<file path="config.mk">
export PLATFORM = sky130hd
export DESIGN_NAME = settings_sync_requester
export DESIGN_NICKNAME = d
export VERILOG_FILES = /design/src/rtl/ssr_pkg.sv /design/src/rtl/ssr_core.sv /design/src/rtl/ssr_skid.sv /design/src/rtl/settings_sync_requester.sv
export SDC_FILE = /design/constraint.sdc
export NUM_CORES = 2
export LEC_CHECK = 0
export BUFFER_PORTS_ARGS = -buffer_cell sky130_fd_sc_hd__clkbuf_2
export CELL_PAD_IN_SITES_DETAIL_PLACEMENT = 1
export CELL_PAD_IN_SITES_GLOBAL_PLACEMENT = 1
export CORE_AREA = 4 4 325 327
export DETAILED_ROUTE_END_ITERATION = 16
export DIE_AREA = 0 0 329 331
export GPL_ROUTABILITY_DRIVEN = 1
export PLACE_DENSITY = 0.95
export SETUP_SLACK_MARGIN = 0.1
export SLEW_MARGIN = 20
export SYNTH_ARGS = -nofsm -noshare
export SYNTH_HDL_FRONTEND = slang
export SYNTH_SLANG_ARGS = --single-unit
</file>
<file path="constraint.sdc">
create_clock -name aclk -period 17.5 [get_ports aclk]
set_clock_uncertainty 0.1 [all_clocks]
set_input_delay 3.5 -clock aclk [delete_from_list [all_inputs] [get_ports aclk]]
set_output_delay 3.5 -clock aclk [all_outputs]
set_load 0.02 [all_outputs]
</file>
<file path="src/rtl/ssr_pkg.sv">
// shared types and constants for the settings sync requester
package ssr_pkg;

    // command codes carried in the input beat's tuser
    typedef enum logic [1:0] {
        CMD_SET  = 2'd0,
        CMD_POLL = 2'd1,
        CMD_ACK  = 2'd2
    } cmd_t;

    // configuration register indexes
    localparam logic [1:0] CFG_RETRY_INTERVAL = 2'd0;
    localparam logic [1:0] CFG_QUERY_PERIOD   = 2'd1;
    localparam int unsigned CFG_INDEX_W = 2;

    // acknowledgement status codes
    localparam logic [1:0] STATUS_BUSY = 2'd2;

    // setting selectors for a set beat
    localparam logic [1:0] FIELD_INTENSITY = 2'd1;
    localparam logic [1:0] FIELD_LEVEL     = 2'd2;

    // reset values and limits
    localparam logic [31:0] RETRY_INTERVAL_RESET = 32'd250;
    localparam logic [31:0] QUERY_PERIOD_RESET   = 32'd1000;
    localparam logic [7:0]  INTENSITY_MAX        = 8'd100;
    localparam logic [7:0]  LEVEL_MIN            = 8'd1;
    localparam logic [7:0]  LEVEL_MAX            = 8'd3;
    localparam logic [7:0]  REPORTED_INTENSITY_RESET = 8'd63;
    localparam logic [7:0]  REPORTED_LEVEL_RESET     = 8'd2;

    // bus widths
    localparam int unsigned S_TDATA_W = 280;
    localparam int unsigned S_TUSER_W = 2;
    localparam int unsigned M_TDATA_W = 176;
    localparam int unsigned M_TUSER_W = 1;

    // one input item
    typedef struct packed {
        logic [1:0]  cmd;
        logic [31:0] now;
        logic        link_live;
        logic [47:0] tgt_mac;
        logic [31:0] tgt_session;
        logic [47:0] peer_mac;
        logic [31:0] msg_session;
        logic [31:0] msg_client;
        logic [31:0] msg_sequence;
        logic [1:0]  mask_or_field;
        logic [15:0] payload;
        logic [1:0]  ack_status;
    } in_item_t;

    // one result item
    typedef struct packed {
        logic        send;
        logic [47:0] tx_mac;
        logic [31:0] tx_session;
        logic [31:0] tx_client;
        logic [31:0] tx_sequence;
        logic [1:0]  tx_mask;
        logic [6:0]  tx_intensity;
        logic [1:0]  tx_level;
        logic [7:0]  rpt_intensity;
        logic [7:0]  rpt_level;
        logic        accepted;
    } out_item_t;

    // configuration write strobe toward the core
    typedef struct packed {
        logic                   we;
        logic [CFG_INDEX_W-1:0] index;
        logic [31:0]            data;
    } cfg_wr_t;

endpackage

</file>
<file path="src/rtl/ssr_core.sv">
// sync state and per-item update logic of the settings sync requester
module ssr_core (
    input  logic              aclk,
    input  logic              aresetn,
    input  ssr_pkg::cfg_wr_t  cfg_wr,
    input  logic              fire,
    input  ssr_pkg::in_item_t item,
    output ssr_pkg::out_item_t result
);
    import ssr_pkg::*;

    typedef struct packed {
        logic [7:0]  reported_intensity;
        logic [7:0]  reported_level;
        logic [6:0]  want_intensity;
        logic [1:0]  want_level;
        logic [1:0]  dirty;
        logic [31:0] rev0;
        logic [31:0] rev1;
        logic [31:0] snap0;
        logic [31:0] snap1;
        logic [31:0] txn_session;
        logic [31:0] txn_client;
        logic [31:0] txn_sequence;
        logic [1:0]  txn_mask;
        logic [6:0]  txn_intensity;
        logic [1:0]  txn_level;
        logic [47:0] known_mac;
        logic [31:0] known_session;
        logic [31:0] nonce_word;
        logic [31:0] sequence_counter;
        logic [31:0] last_attempt;
        logic [31:0] last_sync;
        logic        pending;
        logic        synced;
    } state_t;

    state_t      st_reg, st_next;
    state_t      st_init;
    logic [31:0] retry_interval_reg;
    logic [31:0] query_period_reg;

    logic [7:0]  set_value;
    logic        new_target;
    logic        eff_synced, eff_pending;
    logic        open_txn;
    logic [31:0] seq_inc;
    logic [31:0] nonce_use;
    logic        ack_match;
    logic        send;
    logic        accepted;

    // reset image of the sync state
    always_comb begin
        st_init                    = '0;
        st_init.reported_intensity = REPORTED_INTENSITY_RESET;
        st_init.reported_level     = REPORTED_LEVEL_RESET;
    end

    // config registers and sync state
    always_ff @(posedge aclk) begin
        if (!aresetn) begin
            retry_interval_reg <= RETRY_INTERVAL_RESET;
            query_period_reg   <= QUERY_PERIOD_RESET;
            st_reg             <= st_init;
        end else begin
            if (cfg_wr.we) begin
                case (cfg_wr.index)
                    CFG_RETRY_INTERVAL: retry_interval_reg <= cfg_wr.data;
                    CFG_QUERY_PERIOD:   query_period_reg   <= cfg_wr.data;
                    default: ;
                endcase
            end
            if (fire) begin
                st_reg <= st_next;
            end
        end
    end

    // shared helper terms
    assign set_value  = item.payload[7:0];
    assign new_target = (st_reg.known_session != item.tgt_session) ||
                        (st_reg.known_mac != item.tgt_mac);
    assign eff_synced  = st_reg.synced  && !new_target;
    assign eff_pending = st_reg.pending && !new_target;
    assign seq_inc   = (st_reg.sequence_counter == 32'hFFFF_FFFF) ? 32'd1
                     : st_reg.sequence_counter + 32'd1;
    assign nonce_use = (st_reg.nonce_word != 32'd0) ? st_reg.nonce_word
                     : ((item.msg_client != 32'd0) ? item.msg_client : 32'd1);
    assign open_txn  = !eff_pending &&
                       (!eff_synced || (st_reg.dirty != 2'b00) ||
                        ((item.now - st_reg.last_sync) >= query_period_reg));
    assign ack_match = item.link_live && (item.peer_mac == item.tgt_mac) &&
                       st_reg.pending && (item.tgt_session == st_reg.known_session) &&
                       (item.msg_session == st_reg.txn_session) &&
                       (item.peer_mac == st_reg.known_mac) &&
                       (item.msg_client == st_reg.txn_client) &&
                       (item.msg_sequence == st_reg.txn_sequence) &&
                       (item.mask_or_field == st_reg.txn_mask);

    // next state per command
    always_comb begin
        st_next  = st_reg;
        send     = 1'b0;
        accepted = 1'b0;
        case (item.cmd)
            CMD_SET: begin
                if (item.mask_or_field == FIELD_INTENSITY && set_value <= INTENSITY_MAX) begin
                    st_next.want_intensity = set_value[6:0];
                    st_next.rev0  = st_reg.rev0 + 32'd1;
                    st_next.dirty = st_reg.dirty | 2'b01;
                    accepted = 1'b1;
                end else if (item.mask_or_field == FIELD_LEVEL &&
                             set_value >= LEVEL_MIN && set_value <= LEVEL_MAX) begin
                    st_next.want_level = set_value[1:0];
                    st_next.rev1  = st_reg.rev1 + 32'd1;
                    st_next.dirty = st_reg.dirty | 2'b10;
                    accepted = 1'b1;
                end
            end
            CMD_POLL: begin
                if (!item.link_live) begin
                    st_next.synced  = 1'b0;
                    st_next.pending = 1'b0;
                end else begin
                    st_next.known_mac     = item.tgt_mac;
                    st_next.known_session = item.tgt_session;
                    st_next.synced        = eff_synced;
                    st_next.pending       = eff_pending;
                    if (eff_pending) begin
                        send = (item.now - st_reg.last_attempt) >= retry_interval_reg;
                    end else if (open_txn) begin
                        st_next.nonce_word       = nonce_use;
                        st_next.sequence_counter = seq_inc;
                        st_next.txn_session      = item.tgt_session;
                        st_next.txn_client       = nonce_use;
                        st_next.txn_sequence     = seq_inc;
                        st_next.txn_mask         = eff_synced ? st_reg.dirty : 2'b00;
                        st_next.txn_intensity    = (eff_synced && st_reg.dirty[0])
                                                 ? st_reg.want_intensity : 7'd0;
                        st_next.txn_level        = (eff_synced && st_reg.dirty[1])
                                                 ? st_reg.want_level : 2'd0;
                        st_next.snap0   = st_reg.rev0;
                        st_next.snap1   = st_reg.rev1;
                        st_next.pending = 1'b1;
                        send = 1'b1;
                    end
                    if (send) begin
                        st_next.last_attempt = item.now;
                    end
                end
            end
            CMD_ACK: begin
                if (ack_match) begin
                    accepted = 1'b1;
                    st_next.reported_intensity = item.payload[7:0];
                    st_next.reported_level     = item.payload[15:8];
                    if (item.ack_status != STATUS_BUSY) begin
                        if (st_reg.txn_mask[0] && st_reg.rev0 == st_reg.snap0) begin
                            st_next.dirty[0] = 1'b0;
                        end
                        if (st_reg.txn_mask[1] && st_reg.rev1 == st_reg.snap1) begin
                            st_next.dirty[1] = 1'b0;
                        end
                        st_next.pending   = 1'b0;
                        st_next.synced    = 1'b1;
                        st_next.last_sync = item.now;
                    end
                end
            end
            default: ;
        endcase
    end

    // result fields, packet fields zeroed without a send
    always_comb begin
        result               = '0;
        result.send          = send;
        result.rpt_intensity = st_next.reported_intensity;
        result.rpt_level     = st_next.reported_level;
        result.accepted      = accepted;
        if (send) begin
            result.tx_mac       = st_next.known_mac;
            result.tx_session   = st_next.txn_session;
            result.tx_client    = st_next.txn_client;
            result.tx_sequence  = st_next.txn_sequence;
            result.tx_mask      = st_next.txn_mask;
            result.tx_intensity = st_next.txn_intensity;
            result.tx_level     = st_next.txn_level;
        end
    end

endmodule

</file>
<file path="src/rtl/ssr_skid.sv">
// output register with skid stage for result beats
module ssr_skid (
    input  logic               aclk,
    input  logic               aresetn,
    input  logic               push,
    input  ssr_pkg::out_item_t push_data,
    output logic               push_ready,
    output logic               m_valid,
    input  logic               m_ready,
    output ssr_pkg::out_item_t m_data
);
    import ssr_pkg::*;

    logic      main_valid_reg, main_valid_next;
    logic      skid_valid_reg, skid_valid_next;
    out_item_t main_data_reg, main_data_next;
    out_item_t skid_data_reg, skid_data_next;

    // valid flags
    always_ff @(posedge aclk) begin
        if (!aresetn) begin
            main_valid_reg <= 1'b0;
            skid_valid_reg <= 1'b0;
        end else begin
            main_valid_reg <= main_valid_next;
            skid_valid_reg <= skid_valid_next;
        end
    end

    // payload registers
    always_ff @(posedge aclk) begin
        main_data_reg <= main_data_next;
        skid_data_reg <= skid_data_next;
    end

    // fill main first, spill into skid when main is stalled
    always_comb begin
        main_valid_next = main_valid_reg;
        skid_valid_next = skid_valid_reg;
        main_data_next  = main_data_reg;
        skid_data_next  = skid_data_reg;
        if (push) begin
            if (!main_valid_reg || m_ready) begin
                main_valid_next = 1'b1;
                main_data_next  = push_data;
            end else begin
                skid_valid_next = 1'b1;
                skid_data_next  = push_data;
            end
        end else if (main_valid_reg && m_ready) begin
            if (skid_valid_reg) begin
                main_data_next  = skid_data_reg;
                skid_valid_next = 1'b0;
            end else begin
                main_valid_next = 1'b0;
            end
        end
    end

    assign push_ready = !skid_valid_reg;
    assign m_valid    = main_valid_reg;
    assign m_data     = main_data_reg;

endmodule

</file>
<file path="src/rtl/settings_sync_requester.sv">
// top level of the settings sync requester
//
// channel   dir  handshake                fields
// s_        in   s_tvalid / s_tready      tuser: cmd; tdata: item fields
// m_        out  m_tvalid / m_tready      tuser: send; tdata: packet and status
// cfg_      in   cfg_valid / cfg_ready    cfg_index, cfg_data
//
// one result beat per input beat, one beat a cycle sustained while m_ does not stall;
// from input beat to result beat an item passes the input register, then the output register
// the sync state updates in the cycle an item leaves the input register
// synchronous active-low reset restores the sync state, the valid flags and the config registers
// a stall on m_ fills the skid stage, then holds the input register and s_tready
// cfg_ready is always high
module settings_sync_requester (
    input  logic                            aclk,
    input  logic                            aresetn,
    input  logic                            s_tvalid,
    output logic                            s_tready,
    // from bit 0: now, link_live, tgt_mac, tgt_session, peer_mac,
    // msg_session, msg_client, msg_sequence, mask_or_field, payload, ack_status
    input  logic [ssr_pkg::S_TDATA_W-1:0]   s_tdata,
    // from bit 0: cmd
    input  logic [ssr_pkg::S_TUSER_W-1:0]   s_tuser,
    output logic                            m_tvalid,
    input  logic                            m_tready,
    // from bit 0: tx_mac, tx_session, tx_client, tx_sequence, tx_mask,
    // tx_intensity, tx_level, rpt_intensity, rpt_level, accepted
    output logic [ssr_pkg::M_TDATA_W-1:0]   m_tdata,
    // from bit 0: send
    output logic [ssr_pkg::M_TUSER_W-1:0]   m_tuser,
    input  logic                            cfg_valid,
    output logic                            cfg_ready,
    input  logic [ssr_pkg::CFG_INDEX_W-1:0] cfg_index,
    input  logic [31:0]                     cfg_data
);
    import ssr_pkg::*;

    logic      in_valid_reg;
    in_item_t  in_item_reg;
    in_item_t  in_unpacked;
    logic      fire;
    logic      skid_ready;
    out_item_t core_result;
    out_item_t out_item;
    cfg_wr_t   cfg_wr;

    // unpack the input beat
    always_comb begin
        in_unpacked.cmd            = s_tuser[1:0];
        in_unpacked.now            = s_tdata[31:0];
        in_unpacked.link_live      = s_tdata[32];
        in_unpacked.tgt_mac        = s_tdata[80:33];
        in_unpacked.tgt_session    = s_tdata[112:81];
        in_unpacked.peer_mac       = s_tdata[160:113];
        in_unpacked.msg_session    = s_tdata[192:161];
        in_unpacked.msg_client     = s_tdata[224:193];
        in_unpacked.msg_sequence   = s_tdata[256:225];
        in_unpacked.mask_or_field  = s_tdata[258:257];
        in_unpacked.payload        = s_tdata[274:259];
        in_unpacked.ack_status     = s_tdata[276:275];
    end

    assign fire     = in_valid_reg && skid_ready;
    assign s_tready = !in_valid_reg || fire;

    // input register valid
    always_ff @(posedge aclk) begin
        if (!aresetn) begin
            in_valid_reg <= 1'b0;
        end else if (s_tready) begin
            in_valid_reg <= s_tvalid;
        end
    end

    // input register payload
    always_ff @(posedge aclk) begin
        if (s_tready && s_tvalid) begin
            in_item_reg <= in_unpacked;
        end
    end

    // config write strobe
    assign cfg_ready    = 1'b1;
    assign cfg_wr.we    = cfg_valid;
    assign cfg_wr.index = cfg_index;
    assign cfg_wr.data  = cfg_data;

    ssr_core u_core (
        .aclk    (aclk),
        .aresetn (aresetn),
        .cfg_wr  (cfg_wr),
        .fire    (fire),
        .item    (in_item_reg),
        .result  (core_result)
    );

    ssr_skid u_skid (
        .aclk       (aclk),
        .aresetn    (aresetn),
        .push       (fire),
        .push_data  (core_result),
        .push_ready (skid_ready),
        .m_valid    (m_tvalid),
        .m_ready    (m_tready),
        .m_data     (out_item)
    );

    // pack the result beat
    assign m_tuser = out_item.send;
    assign m_tdata = {4'd0,
                      out_item.accepted,
                      out_item.rpt_level,
                      out_item.rpt_intensity,
                      out_item.tx_level,
                      out_item.tx_intensity,
                      out_item.tx_mask,
                      out_item.tx_sequence,
                      out_item.tx_client,
                      out_item.tx_session,
                      out_item.tx_mac};

endmodule

</file>
==> out/results.ini <==
[run_status]
status=completed

[cts]
cts_buffer_depth=3
cts.clk_slew.worst_paths_ps=60
cts-hold-fix-buffers=0
postCtsResizedCells=0
cts_tree=done
cts_buffers=118
clkSinkCount=1164
clock_latency_ps=770
postCtsSetupRepairBufs=0
clk_root_buffer_cell=clkbuf_16
htree_levels=3

[floorplanning]
core_area_um2=103000
dieArea_um2=109000
initial_core_util_pct=50.5
die_w_um=329
io_pins=501
die_y_um=331
rows=118

[power_and_ir_drop]
pwr-share-seq_pct=48.7
intPower_uw=4590
vdd_ir_drop_max_uv=108
p_sw_share_pct=26.8
clkPwrFrac_pct=42.5
power.density_nw_per_um2=105
switching_power_uw=1680
p_leak_uw=0.0223
comb_power_share_pct=8.8

[critical_path]
cp_data_required_time_ps=18010
reg2regPathDepth=22
critPathArrivalTime_ps=9610
reg2reg_from=in_item_reg[246]
crit_path_max_fanout=95
r2r_end=u_core.st_reg[271]
worst-r2r-setup-slack_ps=8400
cp-end-kind=flop
path_class=reg -> reg
cp-start-kind=flop

[worst_hold_path]
min-delay-start=u_core.st_reg[61]
hold_path.class=reg -> reg
hold_end=u_core.st_reg[61]
hold_depth=2

[timing]
fin_tns_setup_ps=0
finalSetupViolations=0
timing.fmax_mhz=110
finalMaxSlewViolations=0
period_share_pct=52.0
fin_crit_ps=9100
grt_setup_unrepaired=no
timing.final.ws_setup_ps=8400
final_hold_viol_count=0
maxSlewHeadroom_pct=17.6
worst_pin_slew_ps=1240

[finish]
final_nets=5848
synthToLayoutAreaGrowth_pct=15.0
largest_register_ffs=472
fillers=11000
register_area_um2=29600
instances_no_fill=6893
drive_above_1_share_pct=15.2
multi_input_area_um2=20700

[drt]
dr.first_iter.drc_count=6035
wl_per_cell_um=31.1
ant_nets=0
wl_mm=214
drcViolationCount=0
dr.pass1.iters=9
vias_per_cell=6.54
num_vias=45100

[global_route]
track_usage_pct=38.0
grt_pass1_vias=47500
grt_pass1_wl_mm=311
grt-ovfl-total=0
antenna_found_initial=22
grt_max_degree=238

[yosys]
synth_edf_count=625
synth.avg_cell_area_um2=10.4
ys_ff_latch=1164
postSynthCellCount=4985
yosysUniqueCellTypes=80
ys_warn_count=0
synth_area_leaders=edfxtp_1, dfxtp_1, nand2_1, a21oi_1, mux2i_1
yosysSeqAreaShare_pct=56.9
synth.top_cell.area_share_pct=36.1
synth_flop_cell=edfxtp_1
synthesis.area_um2=52000
async_flop_share_pct=0
yosysTopAreaCell=edfxtp_1

[place]
dp_hpwl_mm=135
io_buffers=492
routabilityCongestion=0.971
place_ws_ps=9110
dp.cells=6651

[flow_run]
cap_violations=0

==> cell type report <==
| class | instances | share of cell area, % |
|---|---|---|
| diodes | 16 | 0.0670 |
| flip-flops and latches | 1164 | 49.5 |
| multi-input cells | 3359 | 34.7 |
| repair buffers | 536 | 4.79 |
| clock inverters | 54 | 0.907 |
| clock buffers | 170 | 5.78 |
| well taps | 1380 | 2.89 |
| inverters | 214 | 1.36 |
==> power by group through the flow <==
| stage | registers (µW) | logic [µW] | clock network [µW] |
|---|---|---|---|
| final | 3050 | 550 | 2670 |
| after global routing | 3050 | 574 | 2770 |
| after CTS | 3050 | 530 | 2660 |
| after detailed placement | 3100 | 502 | 0 |
| after global placement | 3090 | 474 | 0 |
| after floorplan | 3100 | 280 | 0 |
==> metal layers <==
layer  global-route usage, %  wire length, µm
met3                    10.1            23000
met1                    44.4            73500
met2                    61.6            99700
met5                       0              108
met4                    26.0            18100
==> synth_stat cells, drive strengths merged (27+ instances only) <==
cell    instances
a21o           62
a21oi         384
a31oi          36
and3           73
buf            32
clkbuf        219
dfxtp         539
edfxtp        625
ha            132
inv           214
mux2           72
mux2i         187
nand2         902
nand3          58
nand4          78
nor2          326
nor2b          58
nor3           34
nor4           71
o21a           27
o21ai         165
xnor2         197
xor2          205
==> placed cells by master (no fill, tap or decap), types with 77 or more instances in the layout <==
cell / instances
inv_1: 213
clkbuf_16: 121
clkbuf_2: 491
xnor2_1: 197
o21ai_0: 163
xor2_1: 205
mux2i_1: 187
dfxtp_1: 539
nand4_1: 77
a21oi_1: 381
nand2_1: 898
nor2_1: 323
ha_1: 132
edfxtp_1: 625
==> per-stage QoR <==
stage	cell area [µm²]	util [%]	hold slack, ps	total power [µW]
2_1_floorplan	52000	-	331	3380
3_3_place_gp	55600	54.1	338	3570
3_5_place_dp	55600	54.1	347	3600
4_1_cts	59600	58.0	369	6240
5_1_grt	59700	58.0	381	6390
6_report	59700	58.1	367	6270
==> worst max path at each step <==
stage / from / endpoint / depth (start not counted)
after floorplan: m_tready / u_skid.m_data[0] / 2
after global placement: in_item_reg[245] / u_skid.m_data[171] / 24
after detailed placement: in_item_reg[245] / u_skid.m_data[171] / 24
after CTS: in_item_reg[245] / u_core.st_reg[271] / 25
after global routing: in_item_reg[245] / u_core.st_reg[271] / 25
final: in_item_reg[246] / u_core.st_reg[271] / 22
==> kinds of logic after synthesis <==
| kind of cell | after synthesis | synth area share, % |
|---|---|---|
| xor+xnor | 402 | 6.77 |
| flops | 1164 | 56.9 |
| other cells | 2 | 0.0145 |
| simple gates | 1701 | 14.6 |
| mux | 259 | 5.16 |
| compound gates | 858 | 9.88 |
| fa+ha+maj | 134 | 3.25 |
| buf+inv | 465 | 3.46 |
==> worst max-delay path, cell delays in order, from the launching register on <==
cell,delay (ps)
edfxtp_1,530
ha_1,370
nor2b_1,170
o31a_1,310
o211ai_1,350
a21oi_1,190
o21ai_0,270
a21oi_1,250
a311oi_1,640
o21a_1,280
o211ai_1,140
ha_1,370
nand4_1,160
or2_0,380
a221oi_1,630
or3_1,230
o21ai_1,70
buf_4,220
a21oi_4,760
buf_4,900
buf_4,1040
nand2_1,200
a21oi_1,330
Power figures use the tool's default switching activity.
